--- src/rtl/aarm_pkg.sv ---
// Shared types, widths and fixed-point constants for the axis-angle rotation matrix core.
// Used by aarm_cordic, axis_angle_rotation_matrix_core, rot_matrix_checker and tb_top. No dependencies.
package aarm_pkg;

  // Precision knobs
  localparam int CORDIC_STAGES = 16;
  localparam int FRAC_BITS     = 15;

  // Port formats
  localparam int ANG_W     = 19;
  localparam int ANG_FRAC  = 15;
  localparam int AXIS_W    = 16;
  localparam int AXIS_FRAC = 15;
  localparam int OUT_W     = 16;
  localparam int OUT_FRAC  = 15;

  // Internal widths
  localparam int Z_W    = FRAC_BITS + 6;   // angle after wrap, plus headroom
  localparam int XY_W   = FRAC_BITS + 3;   // CORDIC x/y, sine, cosine
  localparam int T_W    = FRAC_BITS + 4;   // t = 1 - cos
  localparam int PROD_W = 2 * AXIS_W;      // a_i * a_j, Q2.30
  localparam int ACC_W  = T_W + PROD_W;    // entry sum before rounding

  // Q30 constants
  localparam logic [63:0] Q30_PI      = 64'd3373259426;
  localparam logic [63:0] Q30_HALF_PI = 64'd1686629713;
  localparam logic [63:0] Q30_TWO_PI  = 64'd6746518852;
  localparam logic [63:0] Q30_GAIN    = 64'd652032874;

  // Configuration register indexes
  typedef enum logic [1:0] {
    CFG_AXIS_X = 2'd0,
    CFG_AXIS_Y = 2'd1,
    CFG_AXIS_Z = 2'd2
  } cfg_reg_t;

  // Sine/cosine item leaving the CORDIC
  typedef struct packed {
    logic                   valid;
    logic signed [XY_W-1:0] cos_val;
    logic signed [XY_W-1:0] sin_val;
  } sc_t;

  // Round a positive Q30 constant half up to FRAC_BITS
  function automatic logic [63:0] from_q30(input logic [63:0] v);
    logic [63:0] r;
    if (FRAC_BITS >= 30) begin
      r = v;
    end else begin
      r = (v + (64'd1 << (29 - FRAC_BITS))) >> (30 - FRAC_BITS);
    end
    return r;
  endfunction

  // Arctangent of 2^-i in Q30
  function automatic logic [63:0] atan_q30(input int i);
    logic [63:0] r;
    case (i)
      0:       r = 64'h3243F6A8;
      1:       r = 64'h1DAC6705;
      2:       r = 64'h0FADBAFC;
      3:       r = 64'h07F56EA6;
      4:       r = 64'h03FEAB76;
      5:       r = 64'h01FFD55B;
      6:       r = 64'h00FFFAAA;
      7:       r = 64'h007FFF55;
      8:       r = 64'h003FFFEA;
      9:       r = 64'h001FFFFD;
      10:      r = 64'h000FFFFF;
      11:      r = 64'h0007FFFF;
      12:      r = 64'h0003FFFF;
      13:      r = 64'h0001FFFF;
      14:      r = 64'h0000FFFF;
      15:      r = 64'h00007FFF;
      16:      r = 64'h00003FFF;
      17:      r = 64'h00001FFF;
      18:      r = 64'h00000FFF;
      19:      r = 64'h000007FF;
      20:      r = 64'h000003FF;
      21:      r = 64'h000001FF;
      22:      r = 64'h000000FF;
      23:      r = 64'h0000007F;
      default: r = 64'd0;
    endcase
    return r;
  endfunction

endpackage

--- src/rtl/aarm_cordic.sv ---
// Pipelined sine/cosine: angle capture, 2*pi wrap, pi fold, one CORDIC stage per register, sign fix.
// Depends on aarm_pkg.
module aarm_cordic (
  input  logic                              clk,
  input  logic                              rst_n,
  input  logic                              in_valid,
  input  logic signed [aarm_pkg::ANG_W-1:0] in_angle,
  output aarm_pkg::sc_t                     sc
);

  localparam int N    = aarm_pkg::CORDIC_STAGES;
  localparam int Z_W  = aarm_pkg::Z_W;
  localparam int XY_W = aarm_pkg::XY_W;

  localparam logic signed [Z_W-1:0] PI_Z =
    Z_W'(aarm_pkg::from_q30(aarm_pkg::Q30_PI));
  localparam logic signed [Z_W-1:0] HALF_PI_Z =
    Z_W'(aarm_pkg::from_q30(aarm_pkg::Q30_HALF_PI));
  localparam logic signed [Z_W-1:0] TWO_PI_Z =
    Z_W'(aarm_pkg::from_q30(aarm_pkg::Q30_TWO_PI));
  localparam logic signed [XY_W-1:0] GAIN_XY =
    XY_W'(aarm_pkg::from_q30(aarm_pkg::Q30_GAIN));

  logic                              ang_v_r;
  logic signed [aarm_pkg::ANG_W-1:0] ang_r;
  logic signed [Z_W-1:0]             z_in;
  logic signed [Z_W-1:0]             zw_nxt;
  logic                              zw_v_r;
  logic signed [Z_W-1:0]             zw_r;
  logic signed [Z_W-1:0]             zf_nxt;
  logic                              negf_nxt;

  logic [N:0]             vld_r;
  logic [N:0]             neg_r;
  logic signed [XY_W-1:0] x_r [0:N];
  logic signed [XY_W-1:0] y_r [0:N];
  logic signed [Z_W-1:0]  z_r [0:N-1];

  aarm_pkg::sc_t sc_r;

  // Capture the angle
  always_ff @(posedge clk) begin
    ang_r <= in_angle;
  end

  // Bring the angle to the internal fraction width
  if (aarm_pkg::FRAC_BITS >= aarm_pkg::ANG_FRAC) begin : g_up
    assign z_in = Z_W'(ang_r) <<< (aarm_pkg::FRAC_BITS - aarm_pkg::ANG_FRAC);
  end else begin : g_dn
    assign z_in = Z_W'(ang_r >>> (aarm_pkg::ANG_FRAC - aarm_pkg::FRAC_BITS));
  end

  // Wrap once by 2*pi
  always_comb begin
    if (z_in > PI_Z) begin
      zw_nxt = z_in - TWO_PI_Z;
    end else if (z_in < -PI_Z) begin
      zw_nxt = z_in + TWO_PI_Z;
    end else begin
      zw_nxt = z_in;
    end
  end

  always_ff @(posedge clk) begin
    zw_r <= zw_nxt;
  end

  // Fold into [-pi/2, pi/2]; sine and cosine flip sign
  always_comb begin
    if (zw_r > HALF_PI_Z) begin
      zf_nxt   = zw_r - PI_Z;
      negf_nxt = 1'b1;
    end else if (zw_r < -HALF_PI_Z) begin
      zf_nxt   = zw_r + PI_Z;
      negf_nxt = 1'b1;
    end else begin
      zf_nxt   = zw_r;
      negf_nxt = 1'b0;
    end
  end

  always_ff @(posedge clk) begin
    x_r[0]   <= GAIN_XY;
    y_r[0]   <= '0;
    z_r[0]   <= zf_nxt;
    neg_r[0] <= negf_nxt;
  end

  // One micro-rotation per stage
  for (genvar i = 0; i < N; i++) begin : g_stage
    localparam logic signed [Z_W-1:0] ATAN_Z = Z_W'(aarm_pkg::from_q30(aarm_pkg::atan_q30(i)));
    logic signed [XY_W-1:0] dx;
    logic signed [XY_W-1:0] dy;

    // x moves by the shifted y, y by the shifted x
    assign dx = y_r[i] >>> i;
    assign dy = x_r[i] >>> i;

    always_ff @(posedge clk) begin
      if (!z_r[i][Z_W-1]) begin
        x_r[i+1] <= x_r[i] - dx;
        y_r[i+1] <= y_r[i] + dy;
      end else begin
        x_r[i+1] <= x_r[i] + dx;
        y_r[i+1] <= y_r[i] - dy;
      end
      neg_r[i+1] <= neg_r[i];
    end

    if (i < N - 1) begin : g_z
      always_ff @(posedge clk) begin
        if (!z_r[i][Z_W-1]) begin
          z_r[i+1] <= z_r[i] - ATAN_Z;
        end else begin
          z_r[i+1] <= z_r[i] + ATAN_Z;
        end
      end
    end
  end

  // Undo the fold
  always_ff @(posedge clk) begin
    sc_r.cos_val <= neg_r[N] ? -x_r[N] : x_r[N];
    sc_r.sin_val <= neg_r[N] ? -y_r[N] : y_r[N];
  end

  // Advance valid bits
  always_ff @(posedge clk) begin
    if (!rst_n) begin
      ang_v_r    <= 1'b0;
      zw_v_r     <= 1'b0;
      vld_r      <= '0;
      sc_r.valid <= 1'b0;
    end else begin
      ang_v_r    <= in_valid;
      zw_v_r     <= ang_v_r;
      vld_r      <= {vld_r[N-1:0], zw_v_r};
      sc_r.valid <= vld_r[N];
    end
  end

  assign sc = sc_r;

  // Wrapped angle stays within [-pi, pi]
  a_wrap_range: assert property (@(posedge clk) disable iff (!rst_n)
    zw_v_r |-> (zw_r <= PI_Z) && (zw_r >= -PI_Z))
    else $error("wrapped angle out of range");

  // Folded angle stays within [-pi/2, pi/2]
  a_fold_range: assert property (@(posedge clk) disable iff (!rst_n)
    vld_r[0] |-> (z_r[0] <= HALF_PI_Z) && (z_r[0] >= -HALF_PI_Z))
    else $error("folded angle out of range");

  // An item in the first rotation stage leaves after all stages
  a_stage_count: assert property (@(posedge clk) disable iff (!rst_n)
    vld_r[0] |-> ##(N + 1) sc_r.valid)
    else $error("item lost in rotation stages");

endmodule

--- config.mk ---
export PLATFORM = sky130hd
export DESIGN_NAME = aarm_cordic
export DESIGN_NICKNAME = d
export VERILOG_FILES = /design/src/rtl/aarm_pkg.sv /design/src/rtl/aarm_cordic.sv
export SDC_FILE = /design/constraint.sdc
export NUM_CORES = 2
export LEC_CHECK = 0
export ABC_AREA = 1
export BUFFER_PORTS_ARGS = -buffer_cell sky130_fd_sc_hd__buf_2
export CORE_MARGIN = 5
export CORE_UTILIZATION = 50
export DETAILED_ROUTE_END_ITERATION = 6
export PLACE_DENSITY = 0.68
export SLEW_MARGIN = 20
export SYNTH_ARGS = -nofsm -noshare
export SYNTH_HDL_FRONTEND = slang
export SYNTH_SLANG_ARGS = --single-unit
--- constraint.sdc ---
create_clock -name clk -period 2.91 [get_ports clk]
set_input_delay 0.582 -clock clk [delete_from_list [all_inputs] [get_ports clk]]
set_output_delay 0.582 -clock clk [all_outputs]
set_load 0.1 [all_outputs]
==> flow_summary.yaml <==
run_status:
  outcome: "complete, no violations"
placed_design:
  post-place-cells: 9996
  dp_hpwl_mm: 126
  gp_congestion: 0.938
  port_buffers: 58
final_layout:
  drive_gt1_share_pct: 6.27
  final-instance-count-excl-fill: 10200
  num-fill-cells: 11700
  layout.nets: 9331
  synthToLayoutAreaGrowth_pct: 11.8
critical_path:
  worst_path_max_delay_cell: "dfxtp_1"
  critPathRequiredTime_ps: 3510
  crit_type: "reg2reg"
  worstPathArrival_ps: 3360
  end_kind: "flop"
  critical-path-top-delay-family: "simple AND/OR/NAND/NOR gates"
  cp_max_fo: 3
  path_cells: "inv_1 -> ha_2 -> nand4_1 -> nor3_2 -> inv_1 -> ha_1 -> nand2_1 -> nand2_1 -> inv_1 -> ha_4 -> nand2_2 -> inv_1 -> a21oi_1 -> inv_1 -> a21oi_1 -> o21ai_2 -> nand3_1 -> nand2_1 -> nand2_1 -> nand2_1"
  critical_path_buf_inv_count: 5
  critPathMaxStageDelay_ps: 340
  cp-start-kind: "flop"
global_routing:
  grtUsageTotal_pct: 22.9
  grt_overflow: 0
  antenna_found_initial: 1
  grt_max_degree: 34
  grt_pass1_wl_mm: 254
  grt_pass1_vias: 51800
sta:
  timing_worst_slew_pin_value_ps: 776
  finClkSkew_ps: 30.6
  setup_viol: 0
  slew_violations: 0
  hold_viol: 0
  period_share_pct: 94.7
  min_period_ps: 2760
  rsz0062_at_grt: "true"
  timing.fmax_mhz: 363
  slew_headroom_pct: 47.7
clock_tree:
  cts_tree: "yes"
  cts_buffers: 104
  root_buffer: "clkbuf_16"
  cts_sinks: 949
  cts-htree-levels: 3
  clk_pin_slew_ps: 60
  cts_buffer_depth: 3
  clkLatencyLatePin_ps: 710
floorplan:
  die_w_um: 364
  initial_utilization_pct: 50.1
  fp-row-count: 130
  die_h_um: 364
  ios: 59
  die_area_mm2: 0.133
  core_area_mm2: 0.125
synth:
  synth_cell_types: 60
  yosysWarnings: 0
  synth_top_cells_by_count: "nand2_1 (1,586), dfxtp_1 (949), inv_1 (905)"
  yosys-top-cells-area: "dfxtp_1 (30%), ha_1 (16%), xor2_1 (9.5%)"
  netlist_instances: 8235
  synth_area_leader_cell: "dfxtp_1"
  syn-cell-area_mm2: 0.0627
  synth.most_common_cell: "nand2_1"
  ys_ff_latch: 949
  async_flop_share_pct: 0
  synth.yosys.seq_area_share_pct: 30.3
  avgSynthCellArea_um2: 7.61
  syn_nets: 9085
  synth-edff-count: 0
  yosysTopAreaCellShare_pct: 30.3
  ys.flop_type: "dfxtp_1"
detailed_routing:
  wire_per_inst_um: 15.2
  dr.pass1.iters: 6
  ant_nets: 0
  viasPerCell: 5.29
  drt-initial-drc-count: 3432
  wl_mm: 156
  drcViolationCount: 0
  vias: 54100
worst_hold_path:
  hp-class: "in2reg"
flow_run:
  maxCapViolCount: 0
cells by family after synthesis:
kind of cell | synth area share (%)
AO/OA/AOI/OAI | 14.0
XOR/XNOR | 12.6
adder cells (fa/ha/maj) | 17.1
buffers and inverters | 6.15
flip-flops | 30.3
other | 0.00598
AND/OR/NAND/NOR | 19.9
timing repair:
item / in CTS / in global routing
setup buffers: 0 / 9
resized for setup: 3 / 144
pin swaps: 0 / 28
endpoints found under the hold margin: 20 / 0
hold buffers: 20 / 0
setup endpoints to repair: 3 / 95
stage by stage:
stage | setup slack [ps] | setup TNS, ps | util, % | hold WS [ps] | area, um2
2_1_floorplan | 64.9 | 0 | - | 310 | 62700
3_3_place_gp | 21.3 | 0 | 52.5 | 310 | 65600
3_5_place_dp | 6.20 | 0 | 52.5 | 312 | 65600
4_1_cts | 16.7 | 0 | 55.6 | 191 | 69500
5_1_grt | -45.7 | -226 | 56.0 | 223 | 70100
6_report | 153 | 0 | 56.0 | 250 | 70100
cell usage in the layout (no fill, tap or decap), types with 11 or more instances in the layout:
| cell | instances |
|---|---|
| clkbuf_16 | 106 |
| xor2_1 | 679 |
| nor2_1 | 643 |
| o21ai_0 | 407 |
| nand4_1 | 122 |
| nor4_1 | 15 |
| nand2_1 | 1580 |
| bufinv_16 | 11 |
| a31oi_1 | 68 |
| clkbuf_8 | 18 |
| o21a_1 | 20 |
| xnor2_1 | 218 |
| clkinv_2 | 13 |
| inv_2 | 13 |
| dfxtp_1 | 946 |
| o21ai_2 | 14 |
| a21o_1 | 95 |
| nor3_2 | 19 |
| ha_1 | 771 |
| o21ai_1 | 63 |
| o31ai_1 | 17 |
| a211oi_1 | 25 |
| nor3_1 | 117 |
| o21bai_1 | 77 |
| nand3_1 | 402 |
| buf_2 | 58 |
| a21oi_2 | 17 |
| buf_4 | 133 |
| a21boi_0 | 15 |
| o211ai_1 | 15 |
| clkinv_4 | 15 |
| nand3b_1 | 15 |
| nor2_2 | 22 |
| clkbuf_1 | 13 |
| fa_1 | 44 |
| inv_1 | 902 |
| dlygate4sd3_1 | 20 |
| a21oi_1 | 719 |
| nand2_2 | 12 |
flip-flops by register name, indices dropped and copies added (netlist names):
register and cells:
z_r 306, y_r 270, x_r 261, sc 37
zw_r 20, ang_r 19, neg_r 17, vld_r 17
ang_v_r 1, zw_v_r 1
tightest hold or removal path, stage by stage:
cell and delay, ps:
buf_2 210, nand2_1 90, inv_1 30
worst paths after layout:
check	cells after the start	startpoint	endpoint	slack, ps
max	20	y_r[10][11]	x_r[11][17]	150
min reg2reg	0	z_r[1][45]	z_r[1][66]	320
min	3	rst_n	vld_r[2]	250
max reg2reg	20	y_r[10][11]	x_r[11][17]	150
per-layer routing:
metal / share of wire, % / GRT usage, % / vias up
met4: 3.5 / 7.52 / 0
met5: 0 / 0 / -
met1: 45 / 28.6 / 24600
li1: - / - / 28000
met2: 48 / 41.0 / 1131
met3: 4.0 / 2.84 / 312
layout make-up:
| class | instances | area (um2) | area share [%] |
|---|---|---|---|
| Sequential cell | 949 | 19000 | 27.1 |
| Tap cell | 1650 | 2060 | 2.95 |
| Clock inverter | 58 | 721 | 1.03 |
| Timing Repair Buffer | 213 | 1520 | 2.17 |
| Antenna cell | 1 | 2.50 | 0.00357 |
| Multi-Input combinational cell | 6293 | 40300 | 57.6 |
| Clock buffer | 137 | 2950 | 4.21 |
| Inverter | 920 | 3470 | 4.95 |
Power is not shown: default switching activity piles up to over one toggle a cycle in this logic, so the estimate is an artifact.
